==> src/design/lcd_pkg.sv <==
// ----------------------------------------------------------------------------
// lcd_pkg: shared types, codes and helpers for the lattice cell distance core
// Register codes, shape codes, pipeline structs and per-step arithmetic.
// ----------------------------------------------------------------------------
package lcd_pkg;

	localparam int COORD_W  = 8;
	localparam int SIDE_W   = 9;
	localparam int DIST_W   = 10;
	localparam int SQ_W     = 17;
	localparam int RAD_W    = 18;
	localparam int ROOT_W   = 9;
	localparam int REM_W    = 11;
	localparam int HEX_W    = 12;
	localparam int HMAG_W   = 11;
	localparam int HEX_CANDS = 7;
	localparam int ROOT_STEPS = 3;

	localparam logic [SIDE_W-1:0] MAX_SIDE = 9'd256;

	typedef enum logic [1:0] {
		CFG_WRAP,
		CFG_SHAPE,
		CFG_HEIGHT,
		CFG_WIDTH
	} cfg_idx_t;

	typedef enum logic [1:0] {
		SHAPE_CIRCLE,
		SHAPE_HEX,
		SHAPE_SQUARE
	} shape_t;

	// shift bits per candidate: {first row +h, first col +w, second row +h, second col +w}
	localparam logic [3:0] HEX_SHIFT [HEX_CANDS] = '{
		4'b0000, 4'b0010, 4'b0001, 4'b0011, 4'b1000, 4'b0100, 4'b1100
	};

	typedef struct packed {
		logic signed [HEX_W-1:0] a;
		logic signed [HEX_W-1:0] b;
		logic signed [HEX_W-1:0] c;
	} hex_parts_t;

	typedef struct packed {
		logic [RAD_W-1:0]  rad;
		logic [REM_W-1:0]  rem;
		logic [ROOT_W-1:0] root;
	} root_t;

	function automatic logic [COORD_W-1:0] axis_wrap(input logic [COORD_W-1:0] a,
			input logic [COORD_W-1:0] b, input logic [SIDE_W-1:0] size);
		logic [COORD_W-1:0] d;
		logic signed [SIDE_W:0] e;
		logic signed [SIDE_W:0] ne;
		logic [COORD_W-1:0] r;
		d  = (a > b) ? a - b : b - a;
		e  = $signed({1'b0, size}) - $signed({2'b00, d});
		ne = -e;
		if ($signed({2'b00, d}) < e) begin
			r = d;
		end else if (e < 0) begin
			r = ne[COORD_W-1:0];
		end else begin
			r = e[COORD_W-1:0];
		end
		return r;
	endfunction

	function automatic hex_parts_t hex_parts(input logic [COORD_W-1:0] r1,
			input logic [COORD_W-1:0] c1, input logic [COORD_W-1:0] r2,
			input logic [COORD_W-1:0] c2, input logic [SIDE_W-1:0] gh,
			input logic [SIDE_W-1:0] gw, input logic [3:0] sh);
		logic [SIDE_W:0] r1x, c1x, r2x, c2x;
		logic signed [HEX_W-1:0] dr, dc, hh;
		hex_parts_t p;
		r1x = {2'b00, r1} + (sh[3] ? {1'b0, gh} : '0);
		c1x = {2'b00, c1} + (sh[2] ? {1'b0, gw} : '0);
		r2x = {2'b00, r2} + (sh[1] ? {1'b0, gh} : '0);
		c2x = {2'b00, c2} + (sh[0] ? {1'b0, gw} : '0);
		dr  = $signed({2'b00, r1x}) - $signed({2'b00, r2x});
		dc  = $signed({2'b00, c1x}) - $signed({2'b00, c2x});
		hh  = $signed({3'b000, r1x[SIDE_W:1]}) - $signed({3'b000, r2x[SIDE_W:1]});
		p.a = dr;
		p.b = dc - hh;
		p.c = dc + dr - hh;
		return p;
	endfunction

	function automatic logic [HMAG_W-1:0] hex_mag(input logic signed [HEX_W-1:0] v);
		logic signed [HEX_W-1:0] n;
		n = -v;
		return (v < 0) ? n[HMAG_W-1:0] : v[HMAG_W-1:0];
	endfunction

	// one digit of the restoring square root
	function automatic root_t root_step(input root_t x);
		logic [REM_W+1:0] rem2;
		logic [REM_W+1:0] trial;
		logic [REM_W+1:0] diff;
		root_t y;
		rem2  = {x.rem, x.rad[RAD_W-1 -: 2]};
		trial = {{(REM_W-ROOT_W){1'b0}}, x.root, 2'b01};
		diff  = rem2 - trial;
		y.rad = {x.rad[RAD_W-3:0], 2'b00};
		if (rem2 >= trial) begin
			y.rem  = diff[REM_W-1:0];
			y.root = {x.root[ROOT_W-2:0], 1'b1};
		end else begin
			y.rem  = rem2[REM_W-1:0];
			y.root = {x.root[ROOT_W-2:0], 1'b0};
		end
		return y;
	endfunction

endpackage

==> src/design/lcd_pair_if.sv <==
// ----------------------------------------------------------------------------
// lcd_pair_if: cell pair request channel
// Valid/ready handshake carrying the two cell coordinates.
// ----------------------------------------------------------------------------
interface lcd_pair_if;
	logic       valid;
	logic       ready;
	logic [7:0] first_row;
	logic [7:0] first_col;
	logic [7:0] second_row;
	logic [7:0] second_col;

	modport source (output valid, output first_row, output first_col,
		output second_row, output second_col, input ready);
	modport sink (input valid, input first_row, input first_col,
		input second_row, input second_col, output ready);
endinterface

==> src/design/lcd_dist_if.sv <==
// ----------------------------------------------------------------------------
// lcd_dist_if: distance result channel
// Valid/ready handshake carrying one lattice distance.
// ----------------------------------------------------------------------------
interface lcd_dist_if;
	logic       valid;
	logic       ready;
	logic [9:0] cell_distance;

	modport source (output valid, output cell_distance, input ready);
	modport sink (input valid, input cell_distance, output ready);
endinterface

==> src/design/lcd_root_stage.sv <==
// ----------------------------------------------------------------------------
// lcd_root_stage: one registered slice of the square root pipeline
// Resolves three root digits per stage and holds them while stalled.
// ----------------------------------------------------------------------------
module lcd_root_stage (
	input  logic           clk,
	input  logic           en,
	input  lcd_pkg::root_t d,
	output lcd_pkg::root_t q
);

	lcd_pkg::root_t nxt;
	lcd_pkg::root_t q_q;

	always_comb begin
		nxt = d;
		for (int i = 0; i < lcd_pkg::ROOT_STEPS; i++) begin
			nxt = lcd_pkg::root_step(nxt);
		end
	end

	always_ff @(posedge clk) begin
		if (en) begin
			q_q <= nxt;
		end
	end

	assign q = q_q;

endmodule

==> src/design/lattice_cell_distance_core.sv <==
// ----------------------------------------------------------------------------
// lattice_cell_distance_core: distance between two cells of a map lattice
// Throughput: one request per cycle while the output is taken; the
// six-stage pipeline, with the nine-digit square root spread over three
// stages, sets that figure.
// Reset: clears all stage valids and loads plane, square, 256 x 256 settings.
// ----------------------------------------------------------------------------
module lattice_cell_distance_core (
	input  logic             clk,
	input  logic             arst_n,
	input  logic             cfg_we,
	input  logic [1:0]       cfg_idx,
	input  logic [8:0]       cfg_data,
	lcd_pair_if.sink         pair_req,
	lcd_dist_if.source       dist_rsp
);

	logic                             wrap_q;
	logic [1:0]                       shape_q;
	logic [lcd_pkg::SIDE_W-1:0]       height_q;
	logic [lcd_pkg::SIDE_W-1:0]       width_q;

	logic v_s1, v_s2, v_s3, v_s4, v_s5, v_s6;
	logic en1, en2, en3, en4, en5, en6;

	logic [lcd_pkg::COORD_W-1:0]      dr_s1, dc_s1;
	lcd_pkg::hex_parts_t              hp_s1 [lcd_pkg::HEX_CANDS];

	logic [lcd_pkg::SQ_W-1:0]         sq_s2;
	logic [lcd_pkg::COORD_W-1:0]      cheb_s2;
	logic [lcd_pkg::HMAG_W-1:0]       hmax_s2 [lcd_pkg::HEX_CANDS];

	logic [lcd_pkg::COORD_W-1:0]      cheb_s3, cheb_s4, cheb_s5;
	logic [lcd_pkg::HMAG_W-1:0]       hex_s3, hex_s4, hex_s5;
	lcd_pkg::root_t                   root_in, root_s3, root_s4, root_s5;

	logic [lcd_pkg::DIST_W-1:0]       dist_s6;

	logic [lcd_pkg::COORD_W-1:0]      dr_d, dc_d;
	lcd_pkg::hex_parts_t              hp_d [lcd_pkg::HEX_CANDS];
	logic [lcd_pkg::HMAG_W-1:0]       hmax_d [lcd_pkg::HEX_CANDS];
	logic [lcd_pkg::HMAG_W-1:0]       hmin_d;
	logic [lcd_pkg::DIST_W-1:0]       circ_d;
	logic [lcd_pkg::DIST_W-1:0]       dist_d;

	// configuration
	always_ff @(posedge clk or negedge arst_n) begin
		if (!arst_n) begin
			wrap_q   <= 1'b0;
			shape_q  <= lcd_pkg::SHAPE_SQUARE;
			height_q <= lcd_pkg::MAX_SIDE;
			width_q  <= lcd_pkg::MAX_SIDE;
		end else if (cfg_we) begin
			case (cfg_idx)
				lcd_pkg::CFG_WRAP:   wrap_q   <= cfg_data[0];
				lcd_pkg::CFG_SHAPE:  shape_q  <= cfg_data[1:0];
				lcd_pkg::CFG_HEIGHT: height_q <= cfg_data;
				lcd_pkg::CFG_WIDTH:  width_q  <= cfg_data;
				default: ;
			endcase
		end
	end

	// stall chain, bubbles collapse
	assign en6 = !v_s6 || dist_rsp.ready;
	assign en5 = !v_s5 || en6;
	assign en4 = !v_s4 || en5;
	assign en3 = !v_s3 || en4;
	assign en2 = !v_s2 || en3;
	assign en1 = !v_s1 || en2;
	assign pair_req.ready = en1;

	always_ff @(posedge clk or negedge arst_n) begin
		if (!arst_n) begin
			v_s1 <= 1'b0;
			v_s2 <= 1'b0;
			v_s3 <= 1'b0;
			v_s4 <= 1'b0;
			v_s5 <= 1'b0;
			v_s6 <= 1'b0;
		end else begin
			if (en1) v_s1 <= pair_req.valid;
			if (en2) v_s2 <= v_s1;
			if (en3) v_s3 <= v_s2;
			if (en4) v_s4 <= v_s3;
			if (en5) v_s5 <= v_s4;
			if (en6) v_s6 <= v_s5;
		end
	end

	// stage 1: axis offsets and hex candidate terms
	always_comb begin
		if (wrap_q) begin
			dr_d = lcd_pkg::axis_wrap(pair_req.first_row, pair_req.second_row, height_q);
			dc_d = lcd_pkg::axis_wrap(pair_req.first_col, pair_req.second_col, width_q);
		end else begin
			dr_d = (pair_req.first_row > pair_req.second_row) ?
				pair_req.first_row - pair_req.second_row :
				pair_req.second_row - pair_req.first_row;
			dc_d = (pair_req.first_col > pair_req.second_col) ?
				pair_req.first_col - pair_req.second_col :
				pair_req.second_col - pair_req.first_col;
		end
		for (int k = 0; k < lcd_pkg::HEX_CANDS; k++) begin
			hp_d[k] = lcd_pkg::hex_parts(pair_req.first_row, pair_req.first_col,
				pair_req.second_row, pair_req.second_col, height_q, width_q,
				lcd_pkg::HEX_SHIFT[k]);
		end
	end

	always_ff @(posedge clk) begin
		if (en1) begin
			dr_s1 <= dr_d;
			dc_s1 <= dc_d;
			hp_s1 <= hp_d;
		end
	end

	// stage 2: squares, chebyshev, per-candidate hex max
	always_comb begin
		logic [lcd_pkg::HMAG_W-1:0] ma, mb, mc, m;
		for (int k = 0; k < lcd_pkg::HEX_CANDS; k++) begin
			ma = lcd_pkg::hex_mag(hp_s1[k].a);
			mb = lcd_pkg::hex_mag(hp_s1[k].b);
			mc = lcd_pkg::hex_mag(hp_s1[k].c);
			m  = (ma > mb) ? ma : mb;
			hmax_d[k] = (m > mc) ? m : mc;
		end
	end

	always_ff @(posedge clk) begin
		if (en2) begin
			sq_s2   <= lcd_pkg::SQ_W'({9'd0, dr_s1} * {9'd0, dr_s1}) +
				lcd_pkg::SQ_W'({9'd0, dc_s1} * {9'd0, dc_s1});
			cheb_s2 <= (dr_s1 > dc_s1) ? dr_s1 : dc_s1;
			hmax_s2 <= hmax_d;
		end
	end

	// stage 3: hex torus minimum, first root digits
	always_comb begin
		hmin_d = hmax_s2[0];
		for (int k = 1; k < lcd_pkg::HEX_CANDS; k++) begin
			if (hmax_s2[k] < hmin_d) hmin_d = hmax_s2[k];
		end
	end

	assign root_in.rad  = {1'b0, sq_s2};
	assign root_in.rem  = '0;
	assign root_in.root = '0;

	lcd_root_stage u_root_a (.clk(clk), .en(en3), .d(root_in), .q(root_s3));
	lcd_root_stage u_root_b (.clk(clk), .en(en4), .d(root_s3), .q(root_s4));
	lcd_root_stage u_root_c (.clk(clk), .en(en5), .d(root_s4), .q(root_s5));

	always_ff @(posedge clk) begin
		if (en3) begin
			hex_s3  <= wrap_q ? hmin_d : hmax_s2[0];
			cheb_s3 <= cheb_s2;
		end
		if (en4) begin
			hex_s4  <= hex_s3;
			cheb_s4 <= cheb_s3;
		end
		if (en5) begin
			hex_s5  <= hex_s4;
			cheb_s5 <= cheb_s4;
		end
	end

	// stage 6: ceiling of root and shape select
	assign circ_d = {1'b0, root_s5.root} +
		{{(lcd_pkg::DIST_W-1){1'b0}}, (root_s5.rem != '0)};

	always_comb begin
		case (shape_q)
			lcd_pkg::SHAPE_CIRCLE: dist_d = circ_d;
			lcd_pkg::SHAPE_HEX:    dist_d = hex_s5[lcd_pkg::DIST_W-1:0];
			lcd_pkg::SHAPE_SQUARE: dist_d = {2'b00, cheb_s5};
			default:               dist_d = '0;
		endcase
	end

	always_ff @(posedge clk) begin
		if (en6) begin
			dist_s6 <= dist_d;
		end
	end

	assign dist_rsp.valid         = v_s6;
	assign dist_rsp.cell_distance = dist_s6;

	a_accept_fills: assert property (@(posedge clk) disable iff (!arst_n)
		pair_req.valid && pair_req.ready |=> v_s1)
		else $error("accepted request did not reach stage 1");

	a_bubble_ready: assert property (@(posedge clk) disable iff (!arst_n)
		!v_s1 |-> pair_req.ready)
		else $error("request refused with empty first stage");

	a_stage5_holds: assert property (@(posedge clk) disable iff (!arst_n)
		v_s5 && !en6 |=> v_s5 && $stable(root_s5) && $stable(hex_s5))
		else $error("stage 5 changed under stall");

	a_root_rem: assert property (@(posedge clk) disable iff (!arst_n)
		v_s5 |-> {1'b0, root_s5.rem} <= {root_s5.root, 1'b0} + {2'b00, root_s5.root})
		else $error("square root remainder out of range");

endmodule

==> src/flat_wrapper.sv <==
// flat-port wrapper written by rule: the top's interface ports become plain ports
module lattice_cell_distance_core_flat 
  (clk, arst_n, cfg_we, cfg_idx, cfg_data, pair_req_valid, pair_req_first_row, pair_req_first_col, pair_req_second_row, pair_req_second_col, pair_req_ready, dist_rsp_valid, dist_rsp_cell_distance, dist_rsp_ready);
  lcd_pair_if pair_req_i ();
  lcd_dist_if dist_rsp_i ();
  input  logic clk;
  input  logic arst_n;
  input  logic cfg_we;
  input  logic [1:0] cfg_idx;
  input  logic [8:0] cfg_data;
  input wire logic [$bits(pair_req_i.valid)-1:0] pair_req_valid;
  input wire logic [$bits(pair_req_i.first_row)-1:0] pair_req_first_row;
  input wire logic [$bits(pair_req_i.first_col)-1:0] pair_req_first_col;
  input wire logic [$bits(pair_req_i.second_row)-1:0] pair_req_second_row;
  input wire logic [$bits(pair_req_i.second_col)-1:0] pair_req_second_col;
  output wire logic [$bits(pair_req_i.ready)-1:0] pair_req_ready;
  output wire logic [$bits(dist_rsp_i.valid)-1:0] dist_rsp_valid;
  output wire logic [$bits(dist_rsp_i.cell_distance)-1:0] dist_rsp_cell_distance;
  input wire logic [$bits(dist_rsp_i.ready)-1:0] dist_rsp_ready;
  assign pair_req_i.valid = pair_req_valid;
  assign pair_req_i.first_row = pair_req_first_row;
  assign pair_req_i.first_col = pair_req_first_col;
  assign pair_req_i.second_row = pair_req_second_row;
  assign pair_req_i.second_col = pair_req_second_col;
  assign pair_req_ready = pair_req_i.ready;
  assign dist_rsp_valid = dist_rsp_i.valid;
  assign dist_rsp_cell_distance = dist_rsp_i.cell_distance;
  assign dist_rsp_i.ready = dist_rsp_ready;
  lattice_cell_distance_core u_core (.clk(clk), .arst_n(arst_n), .cfg_we(cfg_we), .cfg_idx(cfg_idx), .cfg_data(cfg_data), .pair_req(pair_req_i), .dist_rsp(dist_rsp_i));
endmodule
==> config.mk <==
export PLATFORM = sky130hd
export DESIGN_NAME = lattice_cell_distance_core_flat
export DESIGN_NICKNAME = d
export VERILOG_FILES = /design/src/design/lcd_pkg.sv /design/src/design/lcd_pair_if.sv /design/src/design/lcd_dist_if.sv /design/src/design/lcd_root_stage.sv /design/src/design/lattice_cell_distance_core.sv /design/src/flat_wrapper.sv
export SDC_FILE = /design/constraint.sdc
export NUM_CORES = 2
export LEC_CHECK = 0
export BUFFER_PORTS_ARGS = -buffer_cell sky130_fd_sc_hd__buf_4
export CORE_MARGIN = 2
export CORE_UTILIZATION = 50
export CTS_CLUSTER_DIAMETER = 60
export DETAILED_ROUTE_END_ITERATION = 10
export PLACE_DENSITY = 0.68
export SYNTH_ARGS = -nofsm -noshare
export SYNTH_HDL_FRONTEND = slang
export SYNTH_SLANG_ARGS = --single-unit
==> constraint.sdc <==
create_clock -name clk -period 12.62 [get_ports clk]
set_input_delay 0.631 -clock clk [delete_from_list [all_inputs] [get_ports clk]]
set_output_delay 0.631 -clock clk [all_outputs]
set_load 0.05 [all_outputs]
==> After elaboration in Yosys (flattened, before gate mapping) <==
Index checks and enable logic that the tools add are counted.
{ "classes": {"n_eq_ne": 5, "reduce_logical": 19, "n_addsub": 70, "n_lt_le_gt_ge": 53, "mux": 57, "multipliers": 2} }
{ "ops": {"columns": ["cell", "count"], "rows": [
  ["$mux 11", 36],
  ["$mux 20", 9],
  ["$neg 11->11", 16],
  ["$lt 12x1->1 const B", 14],
  ["$gt 11x11->1", 14],
  ["$ge 13x11->1", 8],
  ["$sub 11x11->11", 8],
  ["$mux 8", 9],
  ["$lt 11x11->1", 6],
  ["$sub 12x10->12", 4],
  ["$add 8x9->10", 4],
  ["$sub 10x8->11", 3],
  ["$mul 8x8->16", 2],
  ["$sub 8x8->8", 4],
  ["$pmux 10 s3", 1],
  ["$sub 9x8->10", 3],
  ["$add 11x11->12", 2],
  ["$add 11x9->12", 2],
  ["$add 9x11->12", 2],
  ["$gt 8x8->1", 3],
  ["$sub 11x10->12", 2],
  ["$sub 11x8->12", 2],
  ["$sub 12x8->12", 2],
  ["$lt 11x1->1 const B", 2],
  ["other kinds (24)", 48]
]} }
{ "totals": {"reg_bits": 486, "elab_cells": 259, "out_inout_bits": 12} }

==> Logic depth before layout (Yosys ltp) <==
{ "depth": {"depth_word": 13, "ltp_mapped": 76, "ltp_nobuf": 70} }

==> Hierarchy <==
From an unflattened synthesis, not the netlist that was laid out.
{ "unflattened": {"cells_unflattened": 5002, "area_unflattened_um2": 49478.7} }
{ "modules_own_cells": {"columns": ["module", "cells_per_inst", "seq_area_each_um2", "area_each_um2", "instances"], "rows": [
  ["lattice_cell_distance_core", 3979, 11970.2, 40177.3, 1],
  ["lcd_root_stage", 341, 960.9, 3100.5, 3]
]} }

==> Worst setup path before layout <==
OpenSTA, ideal clock, no wires.
{ "synth_timing": {"kind": "reg2reg", "startpoint": "register u_core.hmax_s2[65] (netlist name)", "endpoint": "register u_core.hex_s3[2] (netlist name) (data pin)", "setup_slack_ns": 0.844, "stages_incl_launch_ff": 74, "n_path_buf": 9, "synth_period_minus_slack_ns": 11.776, "setup_time_ns": 0.276, "arrival_ns": 11.500, "cell_sequence": "edfxtp_1 > ha_1 > nand3_1 > nor2_1 > a221oi_2 > o21a_2 > buf_4 > clkbuf_1 > a21oi_1 > ha_1 > a21o_1 > a21o_1 > a21o_1 > a21oi_1 > nor2_1 > o211ai_2 > nand2_2 > buf_1 > [38 not listed] > ha_1 > a21o_1 > a21oi_1 > nor2b_1 > o21ai_0 > nand2b_1 > a21oi_1 > nor2b_1 > o21ai_0 > nand2b_1 > a211oi_1 > inv_1 > nor2_1 > a41oi_2 > a21bo_1 > buf_6 > buf_6 > o31ai_1"} }
{ "synth_via": {"elab_chain_cells": 13} }
{ "synth_rtl": {"columns": ["item", "line_no", "text"], "rows": [
  ["start: declaration", "lattice_cell_distance_core.sv:31", "logic [lcd_pkg::HMAG_W-1:0] hmax_s2 [lcd_pkg::HEX_CANDS];"],
  ["start signal: assignment", "lattice_cell_distance_core.sv:136", "hmax_s2 <= hmax_d;"],
  ["$lt 11x11->1", "lattice_cell_distance_core.sv:144", "if (hmax_s2[k] < hmin_d) hmin_d = hmax_s2[k];"],
  ["$mux 11 (*)", "lattice_cell_distance_core.sv:144", null],
  ["$lt 11x11->1", "lattice_cell_distance_core.sv:144", null],
  ["$mux 11 (*)", "lattice_cell_distance_core.sv:144", null],
  ["$lt 11x11->1", "lattice_cell_distance_core.sv:144", null],
  ["$mux 11 (*)", "lattice_cell_distance_core.sv:144", null],
  ["$lt 11x11->1", "lattice_cell_distance_core.sv:144", null],
  ["$mux 11 (*)", "lattice_cell_distance_core.sv:144", null],
  ["$lt 11x11->1", "lattice_cell_distance_core.sv:144", null],
  ["$mux 11 (*)", "lattice_cell_distance_core.sv:144", null],
  ["$lt 11x11->1", "lattice_cell_distance_core.sv:144", null],
  ["$mux 10 (*)", "lattice_cell_distance_core.sv:144", null],
  ["$mux 10 (*)", "lattice_cell_distance_core.sv:158", "hex_s3 <= wrap_q ? hmin_d : hmax_s2[0];"],
  ["end signal: assignment", "lattice_cell_distance_core.sv:158", null],
  ["end: declaration", "lattice_cell_distance_core.sv:34", "logic [lcd_pkg::HMAG_W-1:0] hex_s3, hex_s4, hex_s5;"]
]} }
Mark *: on every way between the ends. The rest lies on a longest branch, timed or not.
A chain may end at the register's enable or synchronous reset.

==> Worst setup path in the final report <==
{ "layout_timing": {"startpoint": "register u_core.hmax_s2[61] (netlist name)", "endpoint": "register u_core.hex_s3[5] (netlist name) (data pin)"} }
Same word-level chain as after synthesis.

==> metrics.cfg <==
[layout]
syn_to_final_growth_pct=9.19
drive_gt1_share_pct=6.86
instances_no_fill=5954
fin_nets=5581
antenna_cells=0
fin_area_mm2=0.0498
mostFrequentLayoutCell=inv_1
mostFrequentLayoutCells=665 x inv_1, 617 x ha_1, 445 x edfxtp_1, 276 x xor2_1, 271 x a21oi_1

[timing]
maxSlewViolCount=0
tns_ns=0
fin_crit_ns=11.83
setup_viol=0
setup_ws_ns=0.794
clock_skew_ns=0.0534
max_freq_mhz=84.6
maxSlewHeadroom_pct=15.0
tightest_slew_ns=1.26
fin_crit_sh_pct=93.7
hold_viol_final=0

[routing]
first_pass_iters=5
drcViolationCount=0
ant_nets=0
drt_iter0_drc=2194
drt-total-wl_um=115000
vias_per_cell=5.50
wl_per_cell_um=19.3
vias=32700

[placed_design]
pre_cts_ws_ns=0.320
place.gp.congestion=0.949
place_hpwl_um=96000
placed_cell_area_mm2=0.0475
dp.cells=5833
portBuffers=59

[logic_synthesis]
synth-seq-area-share_pct=30.8
synth_compound_area_share_pct=13.6
async_flop_share_pct=5.72
synth.distinct_cells=91
ys.flop_type=edfxtp_1
post_synth.cell_area_avg_um2=9.82
yosys.area_share.xor_xnor_pct=9.01
yosys-mux-area-fraction_pct=3.78
synth_top_family_by_area=adder cells
synth_cells=4640
yosys.area_share.adder_pct=25.2
ys_warn_count=0
synth-simple-area-share_pct=11.2
ys_seq_elements=472
synth_edf_count=445
synthesis.area_mm2=0.0456

[critical_path]
required_ns=12.95
cp_common_cell=ha_1
cp-start-kind=flip-flop
path_depth=66
end_kind=flip-flop
ff2ff_path_depth=66
path_delay_family=compound AO/OA/AOI/OAI gates
crit_start=u_core.hmax_s2[61]
arrival_ns=12.15
r2r_end=u_core.hex_s3[5]
rr_startpoint=u_core.hmax_s2[61]
path_max_fanout=11
r2r_slack_ns=0.79
criticalPathCategory=flip-flop to flip-flop
crit_buf_inv=10
endpoint=u_core.hex_s3[5]
cpPeakStageDelay_ns=0.39
slowest_stage=edfxtp_1

[die]
io_pins=60
die_w_um=306
dieArea_mm2=0.0936
initial_core_util_pct=50.6
core_mm2=0.0901
fp-row-count=110
die_h_um=306

[clocking]
cts-root-buf=clkbuf_16
cts_sinks=472
cts_tree=yes
path_clk_slew_ns=0.06
cts-htree-levels=2
cts_made_buffers=60
clock_path_buffers=3
clock_latency_ns=0.66

[grt]
grt_use_total_pct=24.6
grt_max_degree=78
grt_pass1_vias=32000
grt_pass1_wl_um=179000
overflow=0
antenna_found_initial=5

[worst_hold_path]
hold_depth=2
hold_path.class=primary input to flip-flop

[status]
outcome=finished, final reports clean

[flow_run]
cap_violations=0

==> through the flow <==
stage | hold slack (ns) | util, %
floorplan | 0.335 | -
global placement | 0.401 | 52.7
detailed placement | 0.405 | 52.7
CTS | 0.132 | 54.9
global route | 0.153 | 55.2
finish | 0.168 | 55.2
==> registers in the layout, summed over array words and instances (netlist names), 2 cells and up <==
register                       flops
u_core.hp_s1                     194
u_core.u_root_a.q                 26
u_core.hex_s5                     10
u_core.u_root_b.q                 23
u_core.sq_s2                      17
u_core.cheb_s5                     8
u_core.width_q                     9
u_core.height_q                    9
u_core.dc_s1                       8
u_core.dist_rsp.cell_distance     10
u_core.hmax_s2                    77
u_core.cheb_s4                     8
u_core.u_root_c.q                 20
u_core.dr_s1                       8
u_core.hex_s4                     10
u_core.cheb_s3                     8
u_core.shape_q                     2
u_core.cheb_s2                     8
u_core.hex_s3                     10
==> cells in the mapped netlist (7+ instances only) <==
master | n | area share (%)
a21oi_1 | 285 | 3.1
xor2_1 | 276 | 5.3
or2_2 | 11 | 0.15
buf_1 | 10 | 0.082
o21ai_0 | 204 | 2.2
o21ai_1 | 10 | 0.11
nand2b_1 | 99 | 1.4
o21a_1 | 42 | 0.69
nor3_1 | 32 | 0.35
o31a_1 | 13 | 0.25
xnor2_1 | 193 | 3.7
a21o_1 | 168 | 2.8
nor2b_1 | 199 | 2.7
nor4_1 | 11 | 0.15
clkbuf_1 | 69 | 0.57
or3_1 | 27 | 0.37
o211ai_1 | 9 | 0.15
nand4_1 | 46 | 0.63
o41ai_1 | 19 | 0.37
fa_1 | 187 | 8.2
nand2_1 | 191 | 1.6
o21bai_1 | 64 | 1.1
edfxtp_1 | 445 | 29
nor2_1 | 254 | 2.1
o31ai_1 | 58 | 0.96
nand3_1 | 53 | 0.58
mux2i_1 | 128 | 2.8
o31ai_2 | 7 | 0.19
ha_1 | 617 | 17
a31oi_1 | 17 | 0.23
mux2_2 | 37 | 0.91
dfrtp_1 | 24 | 1.3
and2_1 | 24 | 0.33
and3_1 | 16 | 0.22
or4_1 | 11 | 0.18
inv_1 | 666 | 5.5
a211oi_1 | 15 | 0.25
==> worst min-delay path by stage <==
stage / start / endpoint / slack (ns)
6_report: pair_req_valid / u_core.v_s1 / 0.17
5_1_grt: pair_req_valid / u_core.v_s1 / 0.15
4_1_cts: pair_req_valid / u_core.v_s1 / 0.13
3_5_place_dp: u_core.cheb_s3[6] / u_core.cheb_s4[6] / 0.40
3_3_place_gp: u_core.sq_s2[5] / u_core.u_root_a.q[31] / 0.40
2_1_floorplan: arst_n / u_core.dist_rsp.valid / 0.34
==> what timing repair did <==
action,CTS,global route
resized for setup,0,37
hold buffers,1,0
endpoints found under the hold margin,24,0
endpoints found under the setup margin,0,10
buffers inserted,0,7
==> per-layer routing <==
metal / GRT usage, % / wire length, µm / vias to the layer above
li1: - / - / 16200
met1: 35.5 / 54700 / 15600
met2: 39.9 / 52100 / 717
met3: 2.54 / 5880 / 138
met4: 5.87 / 2560 / 0
met5: 0 / 0 / -
==> final cells by class <==
type / count / area (µm²)
fillers: 7915 / 40400
multi-input cells: 3415 / 28900
flip-flops and latches: 472 / 14000
inverters: 672 / 2520
clock buffers: 68 / 1530
well taps: 1176 / 1470
repair buffers: 108 / 817
clock inverters: 43 / 512
==> cell families (layout without fill, tap and decap cells) <==
logic type                 after synthesis  in the layout
and+or+nand+nor                        998            999
AOI/OAI and AO/OA                      965            966
xor gates and xnor gates               469            469
other                                    2              8
buffers and inverters                  761            891
DFF                                    472            472
muxes                                  167            167
adders and majority gates              806            806
Power is left out: the tool's default activity adds up to more than one toggle a clock period on the data nets, which glitch-free logic cannot reach.
